$ cat config.mk
export PLATFORM = sky130hd
export DESIGN_NAME = k_permutation_enumerator
export DESIGN_NICKNAME = d
export VERILOG_FILES = /design/src/rtl/kpe_pkg.sv /design/src/rtl/kpe_ctrl.sv /design/src/rtl/kpe_dpath.sv /design/src/rtl/k_permutation_enumerator.sv
export SDC_FILE = /design/constraint.sdc
export NUM_CORES = 1
export LEC_CHECK = 0
export BUFFER_PORTS_ARGS = -buffer_cell sky130_fd_sc_hd__buf_2
export CELL_PAD_IN_SITES_DETAIL_PLACEMENT = 1
export CELL_PAD_IN_SITES_GLOBAL_PLACEMENT = 2
export CORE_MARGIN = 2
export CORE_UTILIZATION = 37
export CTS_BUF_LIST = sky130_fd_sc_hd__clkbuf_2 sky130_fd_sc_hd__clkbuf_4 sky130_fd_sc_hd__clkbuf_8
export DETAILED_ROUTE_END_ITERATION = 8
export PLACE_DENSITY = 0.82
export SLEW_MARGIN = 10
export SYNTH_ARGS = -nofsm -noshare
export SYNTH_HDL_FRONTEND = slang
export SYNTH_SLANG_ARGS = --single-unit
$ cat constraint.sdc
create_clock -name clk -period 4.7 [get_ports clk]
set_input_delay 0.705 -clock clk [delete_from_list [all_inputs] [get_ports clk]]
set_output_delay 0.705 -clock clk [all_outputs]
set_load 0.01 [all_outputs]
$ cat src/rtl/kpe_pkg.sv
// Shared types and constants for the k-permutation enumerator.
package kpe_pkg;

    localparam int MAX_LEN      = 6;
    localparam int SYMBOL_SLOTS = 6;
    localparam int DIGIT_W      = 3;
    localparam int SYM_W        = 8;
    localparam int COUNT_W      = 10;
    localparam int LEN_W        = 3;
    localparam int SET_W        = SYMBOL_SLOTS * SYM_W;
    localparam int CFG_ADDR_W   = 4;
    localparam int CFG_DATA_W   = 64;
    localparam int IN_DATA_W    = 8;
    localparam int OUT_DATA_W   = 64;

    localparam logic [CFG_ADDR_W-1:0] ADDR_SYMBOL_SET  = 4'h0;
    localparam logic [CFG_ADDR_W-1:0] ADDR_PERM_LENGTH = 4'h8;

    localparam logic [LEN_W-1:0] LEN_RESET = 3'd1;

    typedef logic [DIGIT_W-1:0] digit_t;
    typedef digit_t [MAX_LEN-1:0] tuple_t;
    typedef logic [LEN_W-1:0] len_t;
    typedef logic [COUNT_W-1:0] count_t;

    typedef enum logic [3:0] {
        ST_IDLE,
        ST_DECIDE,
        ST_CHECK0,
        ST_SEEK,
        ST_FOUND,
        ST_AHEAD,
        ST_EMIT_EXH,
        ST_EMIT_LAST,
        ST_EMIT_MORE
    } state_t;

    typedef struct packed {
        logic clr_run;
        logic set_started;
        logic set_done;
        logic zero_work;
        logic load_work;
        logic step_work;
        logic commit;
        logic emit;
        logic emit_exh;
        logic emit_last;
    } cmd_t;

    typedef struct packed {
        logic run_started;
        logic run_done;
        logic work_valid;
        logic next_valid;
        logic next_wrap;
        logic out_busy;
    } stat_t;

endpackage

$ cat src/rtl/kpe_ctrl.sv
// Sequencer for the k-permutation enumerator: request decode, search and result issue.
module kpe_ctrl
    import kpe_pkg::*;
(
    input  logic  clk,
    input  logic  rst_n,
    input  logic  in_valid,
    input  logic  in_restart,
    output logic  in_ready,
    input  stat_t stat,
    output cmd_t  cmd
);

    state_t state_reg;
    state_t state_next;

    always_ff @(posedge clk or negedge rst_n)
    begin
        if (!rst_n)
        begin
            state_reg <= ST_IDLE;
        end
        else
        begin
            state_reg <= state_next;
        end
    end

    always_comb
    begin
        state_next = state_reg;
        cmd        = '0;
        in_ready   = 1'b0;
        case (state_reg)
            ST_IDLE:
            begin
                in_ready = 1'b1;
                if (in_valid)
                begin
                    cmd.clr_run = in_restart;
                    state_next  = ST_DECIDE;
                end
            end
            ST_DECIDE:
            begin
                if (stat.run_done)
                begin
                    state_next = ST_EMIT_EXH;
                end
                else if (!stat.run_started)
                begin
                    cmd.zero_work   = 1'b1;
                    cmd.set_started = 1'b1;
                    state_next      = ST_CHECK0;
                end
                else
                begin
                    cmd.load_work = 1'b1;
                    state_next    = ST_SEEK;
                end
            end
            ST_CHECK0:
            begin
                // the all-zero tuple is only valid for a length of one
                state_next = stat.work_valid ? ST_FOUND : ST_SEEK;
            end
            ST_SEEK:
            begin
                cmd.step_work = 1'b1;
                if (stat.next_wrap)
                begin
                    cmd.set_done = 1'b1;
                    state_next   = ST_EMIT_EXH;
                end
                else if (stat.next_valid)
                begin
                    state_next = ST_FOUND;
                end
            end
            ST_FOUND:
            begin
                cmd.commit = 1'b1;
                state_next = ST_AHEAD;
            end
            ST_AHEAD:
            begin
                cmd.step_work = 1'b1;
                if (stat.next_wrap)
                begin
                    state_next = ST_EMIT_LAST;
                end
                else if (stat.next_valid)
                begin
                    state_next = ST_EMIT_MORE;
                end
            end
            ST_EMIT_EXH:
            begin
                if (!stat.out_busy)
                begin
                    cmd.emit     = 1'b1;
                    cmd.emit_exh = 1'b1;
                    state_next   = ST_IDLE;
                end
            end
            ST_EMIT_LAST:
            begin
                if (!stat.out_busy)
                begin
                    cmd.emit      = 1'b1;
                    cmd.emit_last = 1'b1;
                    cmd.set_done  = 1'b1;
                    state_next    = ST_IDLE;
                end
            end
            ST_EMIT_MORE:
            begin
                if (!stat.out_busy)
                begin
                    cmd.emit   = 1'b1;
                    state_next = ST_IDLE;
                end
            end
            default:
            begin
                state_next = ST_IDLE;
            end
        endcase
    end

endmodule

$ cat src/rtl/kpe_dpath.sv
// Datapath for the k-permutation enumerator: odometer, tuple check, run state and result register.
module kpe_dpath
    import kpe_pkg::*;
#(
    parameter int SYMBOL_COUNT = 6
)
(
    input  logic                  clk,
    input  logic                  rst_n,
    input  cmd_t                  cmd,
    input  logic [SET_W-1:0]      symbol_set,
    input  len_t                  len,
    input  logic                  m_tready,
    output stat_t                 stat,
    output logic                  m_tvalid,
    output logic [OUT_DATA_W-1:0] m_tdata,
    output logic                  m_tlast,
    output logic                  m_tuser
);

    tuple_t digit_reg;
    tuple_t work_reg;
    tuple_t step_digits;
    count_t total_reg;
    logic   started_reg;
    logic   done_reg;
    logic   carry;

    logic                  out_valid_reg;
    logic [OUT_DATA_W-1:0] out_data_reg;
    logic                  out_last_reg;
    logic                  out_exh_reg;
    logic [OUT_DATA_W-1:0] out_data_next;

    function automatic logic tuple_ok(tuple_t d, len_t n);
        logic ok;
        ok = 1'b1;
        for (int i = 0; i < MAX_LEN; i++)
        begin
            if (i < int'(n))
            begin
                if (int'(d[i]) >= SYMBOL_COUNT)
                begin
                    ok = 1'b0;
                end
                for (int j = 0; j < i; j++)
                begin
                    if (d[i] == d[j])
                    begin
                        ok = 1'b0;
                    end
                end
            end
        end
        return ok;
    endfunction

    // One odometer step, last position fastest; carry out of position 0 means wrap.
    always_comb
    begin
        step_digits = work_reg;
        carry       = 1'b1;
        for (int k = MAX_LEN - 1; k >= 0; k--)
        begin
            if ((k < int'(len)) && carry)
            begin
                if (int'(step_digits[k]) + 1 < SYMBOL_COUNT)
                begin
                    step_digits[k] = step_digits[k] + digit_t'(1);
                    carry          = 1'b0;
                end
                else
                begin
                    step_digits[k] = '0;
                end
            end
        end
    end

    always_comb
    begin
        stat.run_started = started_reg;
        stat.run_done    = done_reg;
        stat.work_valid  = tuple_ok(work_reg, len);
        stat.next_valid  = tuple_ok(step_digits, len);
        stat.next_wrap   = carry;
        stat.out_busy    = out_valid_reg && !m_tready;
    end

    // Build the result word from the committed tuple; exhausted words carry the count only.
    always_comb
    begin
        out_data_next = '0;
        for (int i = 0; i < MAX_LEN; i++)
        begin
            if (!cmd.emit_exh && (i < int'(len)) && (int'(digit_reg[i]) < SYMBOL_SLOTS))
            begin
                out_data_next[SYM_W*i +: SYM_W] = symbol_set[SYM_W*int'(digit_reg[i]) +: SYM_W];
            end
        end
        out_data_next[SET_W +: COUNT_W] = total_reg;
    end

    always_ff @(posedge clk or negedge rst_n)
    begin
        if (!rst_n)
        begin
            digit_reg     <= '0;
            total_reg     <= '0;
            started_reg   <= 1'b0;
            done_reg      <= 1'b0;
            out_valid_reg <= 1'b0;
        end
        else
        begin
            if (cmd.clr_run)
            begin
                started_reg <= 1'b0;
                done_reg    <= 1'b0;
                total_reg   <= '0;
            end
            else
            begin
                if (cmd.set_started)
                begin
                    started_reg <= 1'b1;
                end
                if (cmd.set_done)
                begin
                    done_reg <= 1'b1;
                end
                if (cmd.commit)
                begin
                    digit_reg <= work_reg;
                    total_reg <= total_reg + count_t'(1);
                end
                else if (cmd.zero_work)
                begin
                    digit_reg <= '0;
                end
            end
            if (cmd.emit)
            begin
                out_valid_reg <= 1'b1;
            end
            else if (m_tready)
            begin
                out_valid_reg <= 1'b0;
            end
        end
    end

    always_ff @(posedge clk)
    begin
        if (cmd.zero_work)
        begin
            work_reg <= '0;
        end
        else if (cmd.load_work)
        begin
            work_reg <= digit_reg;
        end
        else if (cmd.step_work)
        begin
            work_reg <= step_digits;
        end
        if (cmd.emit)
        begin
            out_data_reg <= out_data_next;
            out_last_reg <= cmd.emit_last;
            out_exh_reg  <= cmd.emit_exh;
        end
    end

    assign m_tvalid = out_valid_reg;
    assign m_tdata  = out_data_reg;
    assign m_tlast  = out_last_reg;
    assign m_tuser  = out_exh_reg;

endmodule

$ cat src/rtl/k_permutation_enumerator.sv
// Top level of the k-permutation enumerator: register port, sequencer and datapath.
// The sequencer decodes a request and steps the odometer, one step per cycle, to the next valid
// tuple and on to the one after it; a run's first word adds the all-zero check. An exhausted
// word is issued straight from the decode, or after the search when the odometer wraps.
// Only one request is in flight; a result waits in the output register while the next
// request is taken. Reset: asynchronous, active low; clears the run, the tuple and the
// result valid, symbol_set to zero and perm_length to one.
module k_permutation_enumerator
    import kpe_pkg::*;
#(
    parameter int SYMBOL_COUNT = 6
)
(
    input  logic                  clk,
    input  logic                  rst_n,
    // request stream
    input  logic                  s_tvalid,
    output logic                  s_tready,
    input  logic [IN_DATA_W-1:0]  s_tdata,   // [0] restart, [7:1] zero
    // result stream
    output logic                  m_tvalid,
    input  logic                  m_tready,
    output logic [OUT_DATA_W-1:0] m_tdata,   // [7:0] sym_0 .. [47:40] sym_5,
                                             // [57:48] arrangement_count, [63:58] zero
    output logic                  m_tlast,   // is_final
    output logic                  m_tuser,   // [0] exhausted
    // register port
    input  logic                  psel,
    input  logic                  penable,
    input  logic                  pwrite,
    input  logic [CFG_ADDR_W-1:0] paddr,
    input  logic [CFG_DATA_W-1:0] pwdata,
    output logic [CFG_DATA_W-1:0] prdata,
    output logic                  pready
);

    logic [SET_W-1:0] symbol_set_reg;
    len_t             perm_length_reg;
    len_t             eff_len;
    logic             cfg_write;
    cmd_t             cmd;
    stat_t            stat;

    // Register port: zero wait states, write on the access phase.
    assign pready    = 1'b1;
    assign cfg_write = psel && penable && pwrite;

    always_ff @(posedge clk or negedge rst_n)
    begin
        if (!rst_n)
        begin
            symbol_set_reg  <= '0;
            perm_length_reg <= LEN_RESET;
        end
        else if (cfg_write)
        begin
            case (paddr)
                ADDR_SYMBOL_SET:  symbol_set_reg  <= pwdata[SET_W-1:0];
                ADDR_PERM_LENGTH: perm_length_reg <= pwdata[LEN_W-1:0];
                default:          ;
            endcase
        end
    end

    always_comb
    begin
        case (paddr)
            ADDR_SYMBOL_SET:  prdata = CFG_DATA_W'(symbol_set_reg);
            ADDR_PERM_LENGTH: prdata = CFG_DATA_W'(perm_length_reg);
            default:          prdata = '0;
        endcase
    end

    // Clamp the length: zero acts as one, seven as six.
    always_comb
    begin
        if (perm_length_reg == len_t'(0))
        begin
            eff_len = len_t'(1);
        end
        else if (int'(perm_length_reg) > MAX_LEN)
        begin
            eff_len = len_t'(MAX_LEN);
        end
        else
        begin
            eff_len = perm_length_reg;
        end
    end

    kpe_ctrl u_ctrl (
        .clk        (clk),
        .rst_n      (rst_n),
        .in_valid   (s_tvalid),
        .in_restart (s_tdata[0]),
        .in_ready   (s_tready),
        .stat       (stat),
        .cmd        (cmd)
    );

    kpe_dpath #(
        .SYMBOL_COUNT (SYMBOL_COUNT)
    ) u_dpath (
        .clk        (clk),
        .rst_n      (rst_n),
        .cmd        (cmd),
        .symbol_set (symbol_set_reg),
        .len        (eff_len),
        .m_tready   (m_tready),
        .stat       (stat),
        .m_tvalid   (m_tvalid),
        .m_tdata    (m_tdata),
        .m_tlast    (m_tlast),
        .m_tuser    (m_tuser)
    );

    // An exhausted word carries no symbols and is never the final arrangement.
    a_exhausted_clean: assert property (@(posedge clk) disable iff (!rst_n)
        (m_tvalid && m_tuser) |-> ((m_tdata[SET_W-1:0] == '0) && !m_tlast))
        else $error("exhausted word with symbols or last flag");

    // Hold off further requests while one is being worked on.
    a_one_in_flight: assert property (@(posedge clk) disable iff (!rst_n)
        (s_tvalid && s_tready) |=> !s_tready)
        else $error("request taken while another is in flight");

    // With a length of one, the symbols beyond the first stay zero.
    a_unused_zero: assert property (@(posedge clk) disable iff (!rst_n)
        (m_tvalid && (eff_len == len_t'(1))) |-> (m_tdata[SET_W-1:SYM_W] == '0))
        else $error("symbol beyond length is not zero");

    // After the final arrangement the run answers exhausted until a restart.
    a_final_sets_done: assert property (@(posedge clk) disable iff (!rst_n)
        (cmd.emit && cmd.emit_last) |=> stat.run_done)
        else $error("run not closed after final arrangement");

endmodule
==> impl_results.md, run 1 <==
* CP required at 5100 ps
* Die W at 180 microns
* Clock insertion delay at the later pin of the skew report at between 400 and 500 ps
* Worst setup path endpoint: u_ctrl.state_reg[3]
* Worst Setup SP: u_dpath.work_reg[15]
* Sequential area share after synthesis at 0.375
* FF-to-FF Start: u_dpath.work_reg[15]
* Most common cell on crit path: a41o_1
* Avg WL per Cell at 22.1 microns
* Share of cells above drive strength 1 at 0.344
* Pwr/cell area at 597 mW/mm^2
* Post-synth top area cell: dfrtp_1
* Cell count after synthesis at 1089
* TritonRoute pass-1 iters at 5
* Initial antenna violation count at 0
* Initial core utilization at 0.376
* Detail Route Antenna Nets at 0
* Worst hold-check path type: in2async
* EDFF count, synth at 60
* Post-Route WL at 36.1 mm
* CTS Sinks at 164
* Worst EP arrival at 4520 ps
* Top post-synthesis cells by area: dfrtp_1, edfxtp_1, mux2_2
* Critical path depth at 12
* Die Y at 180 microns
* Ys async rst share at 0.524
* Minimum clock period after layout at 4120 ps
* CP Cell Sequence: inv_1, ha_1, nor3b_2, a211oi_4, nor4_4, mux2i_1, xnor2_1, a311oi_1, a41o_1, nand4_2, a31oi_1, a41o_1
* Hold-fix buffers, CTS at 0
* Vias at slightly above 9000
* Max-slew headroom at 0.226
* Port Buffers at 169
* Antenna cells at 0
* Reg2reg end: u_ctrl.state_reg[3]
* Synth cell types at 86
* Top Ports at 216
* Vias per inst at 5.74
* Clock Tree Buf Depth at 2
* Worst setup path class: reg2reg
* Max Cap Viol at 0
* Worst path top cell family by delay: compound AO/OA/AOI/OAI gates
* Largest register FFs at a little under 60
* Final Hold Vio Count at 0
* Final hold slack at 225 ps
* Vias in the first global route at 9464
* Final HPWL DP at 27.0 mm
* Number of H-tree levels at 4
* Cts repair resizes at 0
* GRT Util Overall at 0.221
* Total power at approximately 7.8 mW
* CP Launch Type: flip-flop
* Reg2reg setup slack at 580 ps
* Top cell type's share of synthesized area at 0.185
* Fin crit share at 0.877
* RSZ-0062 raised after global routing: false
* Die area at 0.0325 sq mm
* Starting DRT DRC Count at 692
* DRC at 0
* Area of the core at 0.0306 sq mm
* Finished Cell Area at ~0.013 sq mm
* Final setup vio count at 0
* Placed Instance Area at 0.0127 sq mm
* Yosys reg bits at around 160
* Critical-path top delay cell: mux2i_1
* First-pass GRT wire length at 56.5 mm
* Slew Limit Fails at 0
* RePlAce Congestion at 0.821
* Final core utilization at 0.426
* Synth warn at 0
* Fin Clk Skew at between 15 and 20 ps
* Final net count at 1318
* Total CTS buffers at 17
* Critical Path End Type: flip-flop
* Status: completed
* Slew at the pin closest to its max-slew limit at 1160 ps
* Main synth FF type: dfrtp_1
* Row count at 64
* Largest net degree at the start of global routing at 50
* Leak at 5.40 nW
* Fmax at 243 MHz
* Worst-path clk slew at 100 ps
* Worst Reg2Reg Path Length in Cells at 12
* Root Driver: clkbuf_8
* Worst path max stage delay at about 660 ps
* Average size of a mapped cell at 10.6 sq um
* Cell Area, Synth at 0.0115 sq mm
* Setup Buffers After CTS at 0
* Remaining Overflow, GRT at 0
* WP buf/inv at 1
* Critical path fanouts, max at 10
* CTS tree: yes
* VDD IR max at 0.200 mV
* Layout overhead on the synthesized area at 13.5%
* Setup TNS at 0 ps
[cell usage in the layout (no fill, tap or decap), drive strengths merged, types with 7 or more instances in the layout]
master,Yosys,layout
nor2,103,103
a21oi,63,63
nor2b,7,7
mux2i,11,11
a31oi,7,7
a211oi,15,15
nand2b,10,10
nor3,23,23
nand2,34,34
and3,8,8
mux4,48,48
inv,18,28
dfrtp,85,85
dfxtp,18,18
mux2,101,101
clkinv,6,9
o22ai,20,20
xnor2,34,34
nand3,12,12
a22o,22,22
clkbuf,57,19
ha,13,13
conb,2,23
a22oi,51,51
a211o,9,9
buf,49,199
o21ai,27,27
and2,47,47
nor4,9,9
edfxtp,60,60
xor2,41,41
[area by class of cell]
type / count / area (sq um)
clock inverter: 13 / 111
fill: 3462 / 17500
sequential: 164 / 4320
multi-input combinational: 816 / 6700
inverter: 24 / 90.1
tap: 396 / 495
timing repair buffer: 199 / 1090
clock buffer: 19 / 249
[worst reg2reg max path, cell delays in order (launching register included)]
cell      delay [ps]
dfxtp_1          600
inv_1             90
ha_1             440
nor3b_2          330
a211oi_4         120
nor4_4           470
mux2i_1          660
xnor2_1          160
a311oi_1         290
a41o_1           250
nand4_2          180
a31oi_1          260
a41o_1           190
[per-layer routing]
metal	vias up	GRT usage	share of wire
met5	-	0	0
met4	0	0.0861	0.032
met3	75	0.0350	0.037
met2	234	0.379	0.50
met1	4751	0.280	0.43
li1	4295	-	-
[stage by stage]
step                      std cells  setup slack (ps)
after floorplan                1110               744
final                          1631               580
after CTS                      1630               535
after global routing           1631               271
after global placement         1598               720
after detailed placement       1598               602
[cells in the mapped netlist, types with 10 or more instances]
master    instances
mux2_2          101
nor2_1          100
dfrtp_1          85
a21oi_1          61
edfxtp_1         60
clkbuf_1         56
a22oi_1          51
mux4_2           48
and2_1           47
xor2_1           41
xnor2_1          34
nand2_1          32
buf_4            27
o21ai_0          24
nor3_1           23
a22o_1           22
o22ai_1          20
dfxtp_1          18
inv_1            16
buf_1            14
ha_1             13
a211oi_1         12
nand3_1          12
nand2b_1         10
[where the power goes]
group          internal, mW  total [mW]  switching [mW]
Combinational          1.86        4.18            2.31
Sequential             1.92        2.64           0.720
Clock                 0.396       0.976           0.581
[kinds of logic after synthesis]
group,after synthesis,share of synthesized area
and+or+nand+nor,288,0.131
AOI/OAI and AO/OA,256,0.162
DFF,164,0.375
muxes,160,0.207
buffers and inverters,130,0.0522
xor gates and xnor gates,75,0.0571
adders and majority gates,14,0.0150
other,2,0.000653
[how the worst min path moves through the flow]
stage                               from                   to  slack [ps]  depth (start not counted)
floorplan                          rst_n   perm_length_reg[1]         410                          0
global placement    u_dpath.total_reg[9]  u_dpath.m_tdata[57]         450                          0
detailed placement  u_dpath.total_reg[9]  u_dpath.m_tdata[57]         460                          0
CTS                                rst_n    symbol_set_reg[1]         210                          1
global route                       rst_n    symbol_set_reg[1]         240                          1
finish                             rst_n    symbol_set_reg[1]         220                          1
Note: power is estimated with default switching activity, not from simulation.
==> run 2: changes to the inputs <==
Settings changed: CAP_MARGIN set to 0, CORE_UTILIZATION 37 to 36, CTS_BUF_LIST sky130_fd_sc_hd__clkbuf_2 sky130_fd_sc_hd__clkbuf_4 sky130_fd_sc_hd__clkbuf_8 to sky130_fd_sc_hd__clkbuf_16, PLACE_DENSITY 0.82 to 0.8.
==> impl_results.md, run 2 (synthesis gave the netlist of run 1 again) <==
* CP Cell Sequence: inv_1, ha_1, o2bb2ai_1, a211oi_2, nor3_1, nand2_2, o21bai_1, mux2i_1, a22o_1, a211oi_1, nand4_2, a31oi_1, a41o_1
* Final Hold Vio Count at 0
* Slew at the pin closest to its max-slew limit at approximately 1200 ps
* Post-Place Cells at roughly 1600
* Final setup vio count at 0
* Max Cap Viol at 0
* Leak at 5.48 nW
* Met3 usage at 0.0333
* Die area at ~0.033 sq mm
* Final worst slack at 569 ps
* Reg2reg end: u_ctrl.state_reg[3]
* Max-slew headroom at 0.225
* Critical Path End Type: flip-flop
* Die W at 183 microns
* Worst Setup SP: u_dpath.work_reg[9]
* Final HPWL DP at 26.8 mm
* VDD IR max at 0.212 mV
* Final core utilization at 0.420
* Largest register FFs at 58
* Clock Tree Buf Depth at 2
* FF-to-FF Start: u_dpath.work_reg[9]
* Die Y at 183 microns
* First-pass GRT wire length at around 57 mm
* Pwr/cell area at between 600 and 700 mW/mm^2
* Critical-path top delay cell: o21bai_1
* Slew Limit Fails at 0
* Final net count at about 1300
* Vias in the first global route at 9704
* Clock insertion delay at the later pin of the skew report at 450 ps
* Worst setup path endpoint: u_ctrl.state_reg[3]
* Root Driver: clkbuf_16
* RSZ-0062 raised after global routing: false
* Layout overhead on the synthesized area at 15.0%
* Worst hold-check path type: in2async
* Initial core utilization at 0.365
* CP Launch Type: flip-flop
* Total CTS buffers at 17
* Worst path top cell family by delay: compound AO/OA/AOI/OAI gates
* Hold-fix buffers, CTS at 0
* Minimum clock period after layout at 4130 ps
* Detail Route Antenna Nets at 0
* Worst path max stage delay at around 640 ps
* Area of the core at 0.0315 sq mm
* Initial antenna violation count at 1
* CTS Sinks at 164
* Vias per inst at 5.74
* Setup TNS at 0 ps
* CP required at between 5000 and 6000 ps
* Fin crit share at 0.879
* Avg WL per Cell at 22.2 microns
* CTS tree: yes
* Cts repair resizes at 0
* Worst setup path class: reg2reg
* DRC at 0
* TritonRoute pass-1 iters at 5
* GRT Util Overall at 0.222
* Most frequent cells in the layout: buf_2, mux2_2, nor2_1, dfrtp_1, a21oi_1
* Starting DRT DRC Count at 582
* Worst EP arrival at 4500 ps
* Met1 usage at 0.281
* Setup Buffers After CTS at 0
* Pre-CTS WS at 674 ps
* Finished Layout Cells at approximately 1600
* Critical path fanouts, max at 7
* Met2 usage at 0.385
* Reg2reg setup slack at around 570 ps
* RePlAce Congestion at between 0.8 and 0.9
* Row count at 65
* Share of cells above drive strength 1 at 0.341
* Commonest non-fill, non-tap cell in the layout: buf_2
* Layer with the highest usage: met2
* Largest net degree at the start of global routing at 50
* Fin Clk Skew at 21.7 ps
* WP buf/inv at 1
* Remaining Overflow, GRT at 0
* Top Ports at 216
* Worst Reg2Reg Path Length in Cells at 13
* Worst-path clk slew at roughly 80 ps
* Post-Route WL at 36.4 mm
* Number of H-tree levels at 4
* Fmax at 242 MHz
* Vias at 9392
* Status: completed
* Port Buffers at around 170
* Critical path depth at 13
## run 2: cell types whose count changed in the layout (fill, tap and decap cells not counted), sizes merged
cell and change:
clkbuf -1, diode +1, buf -2, bufinv +1, clkinv -1, clkinvlp +1
## run 2: worst register-to-register path, stage by stage, from the launching register on
cell and delay (ps):
dfxtp_1 500, inv_1 160, ha_1 440, o2bb2ai_1 210, a211oi_2 160, nor3_1 370
nand2_2 200, o21bai_1 640, mux2i_1 170, a22o_1 210, a211oi_1 290, nand4_2 210
a31oi_1 290, a41o_1 200
## run 2: cell type report
class | instances | area [sq um]
Antenna cell | 1 | 2.50
Clock buffer | 18 | 450
Clock inverter | 14 | 106
Fill cell | 3512 | 18300
Inverter | 24 | 90.1
Multi-Input combinational cell | 816 | 6690
Sequential cell | 164 | 4320
Tap cell | 402 | 503
Timing Repair Buffer | 197 | 1060
## run 2: how the worst min path moves through the flow
| stage | from | endpoint | slack, ps | depth (start not counted) |
|---|---|---|---|---|
| floorplan | rst_n | perm_length_reg[1] | 410 | 0 |
| global placement | u_dpath.total_reg[9] | u_dpath.m_tdata[57] | 450 | 0 |
| detailed placement | u_dpath.total_reg[9] | u_dpath.m_tdata[57] | 460 | 0 |
| CTS | rst_n | perm_length_reg[1] | 290 | 1 |
| global route | rst_n | perm_length_reg[2] | 320 | 1 |
| finish | rst_n | perm_length_reg[1] | 280 | 1 |
## run 2: report_power, final
part           internal [mW]  switching, mW  total (mW)
logic                   1.85           2.30        4.15
clock network          0.755          0.598        1.35
registers               1.92          0.727        2.65
total                   4.53           3.62        8.15
## run 2: through the flow
stage / power, mW / area (sq um) / hold slack [ps]
floorplan: 5.61 / 11600 / 409
global placement: 6.68 / 12700 / 451
detailed placement: 6.81 / 12700 / 458
CTS: 8.19 / 13200 / 289
global route: 8.74 / 13200 / 324
finish: 8.15 / 13200 / 281
## run 2: routing by layer
metal,share of wire,vias up
met2,0.51,232
met1,0.43,4805
met4,0.023,0
met3,0.042,57
li1,-,4298
met5,0,-
==> run 3: changes to the inputs <==
Settings changed: ABC_AREA set to 1, CORE_UTILIZATION 36 to 32, PLACE_DENSITY 0.8 to 0.81.
==> impl_results.md, run 3 <==
* Status: completed
* Post-synth top area cell: dfrtp_1
* Max-slew headroom at 0.316
* Share of total power in sequential cells at 0.352
* Simple-Gate Fraction of Synth Area at 0.232
* Synth cell types at between 50 and 60
* Clock share of power at 0.191
* Layout overhead on the synthesized area at 14.5%
* Top cell type's share of synthesized area at 0.189
* Max Cap Viol at 0
* Worst path top cell family by delay: compound AO/OA/AOI/OAI gates
* TritonRoute pass-1 iters at 5
* Layer with the highest usage: met2
* Final net count at 1777
* Starting DRT DRC Count at 811
* Remaining Overflow, GRT at 0
* Total CTS buffers at 17
* Minimum clock period after layout at ~3800 ps
* Reg2reg setup slack at about 900 ps
* Fin crit share at 0.808
* VDD IR max at 0.290 mV
* Clock insertion delay at the later pin of the skew report at 450 ps
* WP buf/inv at 1
* Fin Clk Skew at about 15 ps
* Number of H-tree levels at 4
* Largest family of logic cells by synthesized area: simple AND/OR/NAND/NOR gates
* CTS tree: yes
* Port Buffers at 169
* Fraction of synthesized area in multiplexers at 0
* Worst Reg2Reg Path Length in Cells at 20
* Main synth FF type: dfrtp_1
* Worst path max stage delay at just under 600 ps
* GRT Util Overall at 0.229
* Clock Tree Buf Depth at 2
* Pre-CTS WS at 917 ps
* Worst-path clk slew at 70 ps
* Comb pwr share at 0.458
* Sequential area share after synthesis at 0.382
* Root Driver: clkbuf_16
* Fraction of synthesized cell area in xor and xnor cells at 0.0404
* Final HPWL DP at 31.5 mm
* EDFF count, synth at 60
* Final worst slack at 904 ps
* Most frequent cell after synthesis: nand2_1
* Share of cells above drive strength 1 at 0.155
* Met1 usage at 0.332
* Worst hold-check path type: in2async
* # fillers at 4376
* Fmax at 263 MHz
* Cell Area, Synth at 0.0113 sq mm
* Antenna cells at 0
* CP Launch Type: flip-flop
* CP Cell Sequence: inv_1, ha_1, o21ai_4, o21ai_2, a21oi_4, o211ai_1, nand2_1, nand2_2, nand2_1, nand2_1, nand2_1, nor2_1, nor2_1, nand2_1, nand2_1, nand2_1, o21bai_4, nand2_2, nand2_1, nand2_1
* Internal power at 3.79 mW
* CTS Sinks at 164
* P_sw at 3.36 mW
* Critical Path End Type: flip-flop
* Post-Synth Adder-Cell Area at 0.0144
* Net Sw Frac at 0.470
* Hold-fix buffers, CTS at 0
* Top post-synthesis cells by count: nand2_1, o21ai_0, a21oi_1
* Most frequent cells in the layout: nand2_1, buf_2, o21ai_0, a21oi_1, inv_1
* Cell count after synthesis at 1569
* Die Y at 192 microns
* Post-Place Cells at 2117
* Pwr/cell area at 553 mW/mm^2
* Top Ports at around 220
* Met3 usage at 0.0296
* Cts repair resizes at 0
* Setup TNS at 0 ps
* Most common cell on crit path: nand2_1
* Slew at the pin closest to its max-slew limit at 1030 ps
* CP required at 5040 ps
* Finished Layout Cells at 2149
* Final setup vio count at 0
* Avg WL per Cell at 19.3 microns
* Largest register FFs at 58
* Met2 usage at 0.360
* Vias per inst at 5.29
* DRC at 0
* Average size of a mapped cell at 7.19 sq um
* Largest net degree at the start of global routing at 97
* Setup Buffers After CTS at 0
* Die area at 0.0368 sq mm
* Critical path fanouts, max at 12
* Initial core utilization at 0.326
* Slew Limit Fails at 0
* Leak at ~6 nW
* Critical path depth at 20
* RePlAce Congestion at 0.834
* Area of the core at 0.0346 sq mm
* Synth warn at 0
* Initial antenna violation count at 0
* Total power at 7.15 mW
* Worst setup path class: reg2reg
* Post-Route WL at a little over 40 mm
* Critical-path top delay cell: dfxtp_1
* Ys async rst share at 0.524
* Detail Route Antenna Nets at 0
* Synth Area in Compound Gates at 0.232
* Yosys reg bits at 164
* Top post-synthesis cells by area: dfrtp_1, edfxtp_1, nand2_1
* RSZ-0062 raised after global routing: false
* Commonest non-fill, non-tap cell in the layout: nand2_1
* Vias in the first global route at 11300
* Vias at about 11000
* First-pass GRT wire length at 64.7 mm
* Worst EP arrival at 4140 ps
* Final Hold Vio Count at 0
* Row count at 68
* Die W at 192 microns
run 3: cell count changes in the layout (fill, tap and decap cells not counted), sizes merged, moves of 22 or more:
cell	delta
and2	-46
inv	+128
mux4	-48
a21oi	+93
o211ai	+59
a22o	-22
mux2	-101
nand2	+398
a22oi	-50
nand3	+60
o21ai	+148
run 3: kinds of logic after synthesis:
family | Yosys count
AO/OA/AOI/OAI | 447
XOR/XNOR | 52
adder cells (fa/ha/maj) | 13
buffers and inverters | 262
flip-flops | 164
other | 2
AND/OR/NAND/NOR | 629
run 3: worst reg2reg max path, stage by stage, from the launching register on:
cell and delay (ps):
dfxtp_1 590, inv_1 190, ha_1 390, o21ai_4 280, o21ai_2 150, a21oi_4 430, o211ai_1 260, nand2_1 250
nand2_2 150, nand2_1 90, nand2_1 50, nand2_1 60, nor2_1 40, nor2_1 110, nand2_1 70, nand2_1 80
nand2_1 100, o21bai_4 190, nand2_2 100, nand2_1 80, nand2_1 50
run 3: final timing paths:
| path | start | to |
|---|---|---|
| worst max-delay path | u_dpath.work_reg[15] | u_ctrl.state_reg[0] |
| worst min-delay path | rst_n | u_dpath.m_tvalid |
| worst max register to register | u_dpath.work_reg[15] | u_ctrl.state_reg[0] |
| worst min register to register | u_dpath.total_reg[9] | u_dpath.m_tdata[57] |
| max in group asynchronous | rst_n | symbol_set_reg[46] |
| min in group clk | u_dpath.total_reg[9] | u_dpath.m_tdata[57] |
run 3: final cells by class:
cell class	count	area, sq um	share of cell area
sequential	164	4320	0.334
clock buffer	18	450	0.0349
timing repair buffer	182	946	0.0732
inverter	152	573	0.0444
clock inverter	14	113	0.00872
tap	455	569	0.0441
multi-input combinational	1164	5950	0.461
run 3: power groups by stage:
stage               clock [mW]  sequential (mW)  combinational, mW
floorplan                    0             2.30               2.33
global placement             0             2.51               3.17
detailed placement           0             2.53               3.26
CTS                       1.40             2.51               3.28
global route              1.45             2.58               3.67
finish                    1.36             2.51               3.27
run 3: metal layers:
layer / vias up / wire length, microns
met4: 0 / 595
met2: 352 / 18700
met5: - / 0
met3: 41 / 2430
li1: 5448 / -
met1: 5521 / 19700
run 3: per-stage QoR:
step	hold WS, ps	util	instance area, sq um
6_report	315	0.373	12900
5_1_grt	390	0.373	12900
4_1_cts	355	0.373	12900
3_5_place_dp	437	0.357	12400
3_3_place_gp	432	0.357	12400
2_1_floorplan	409	-	11400
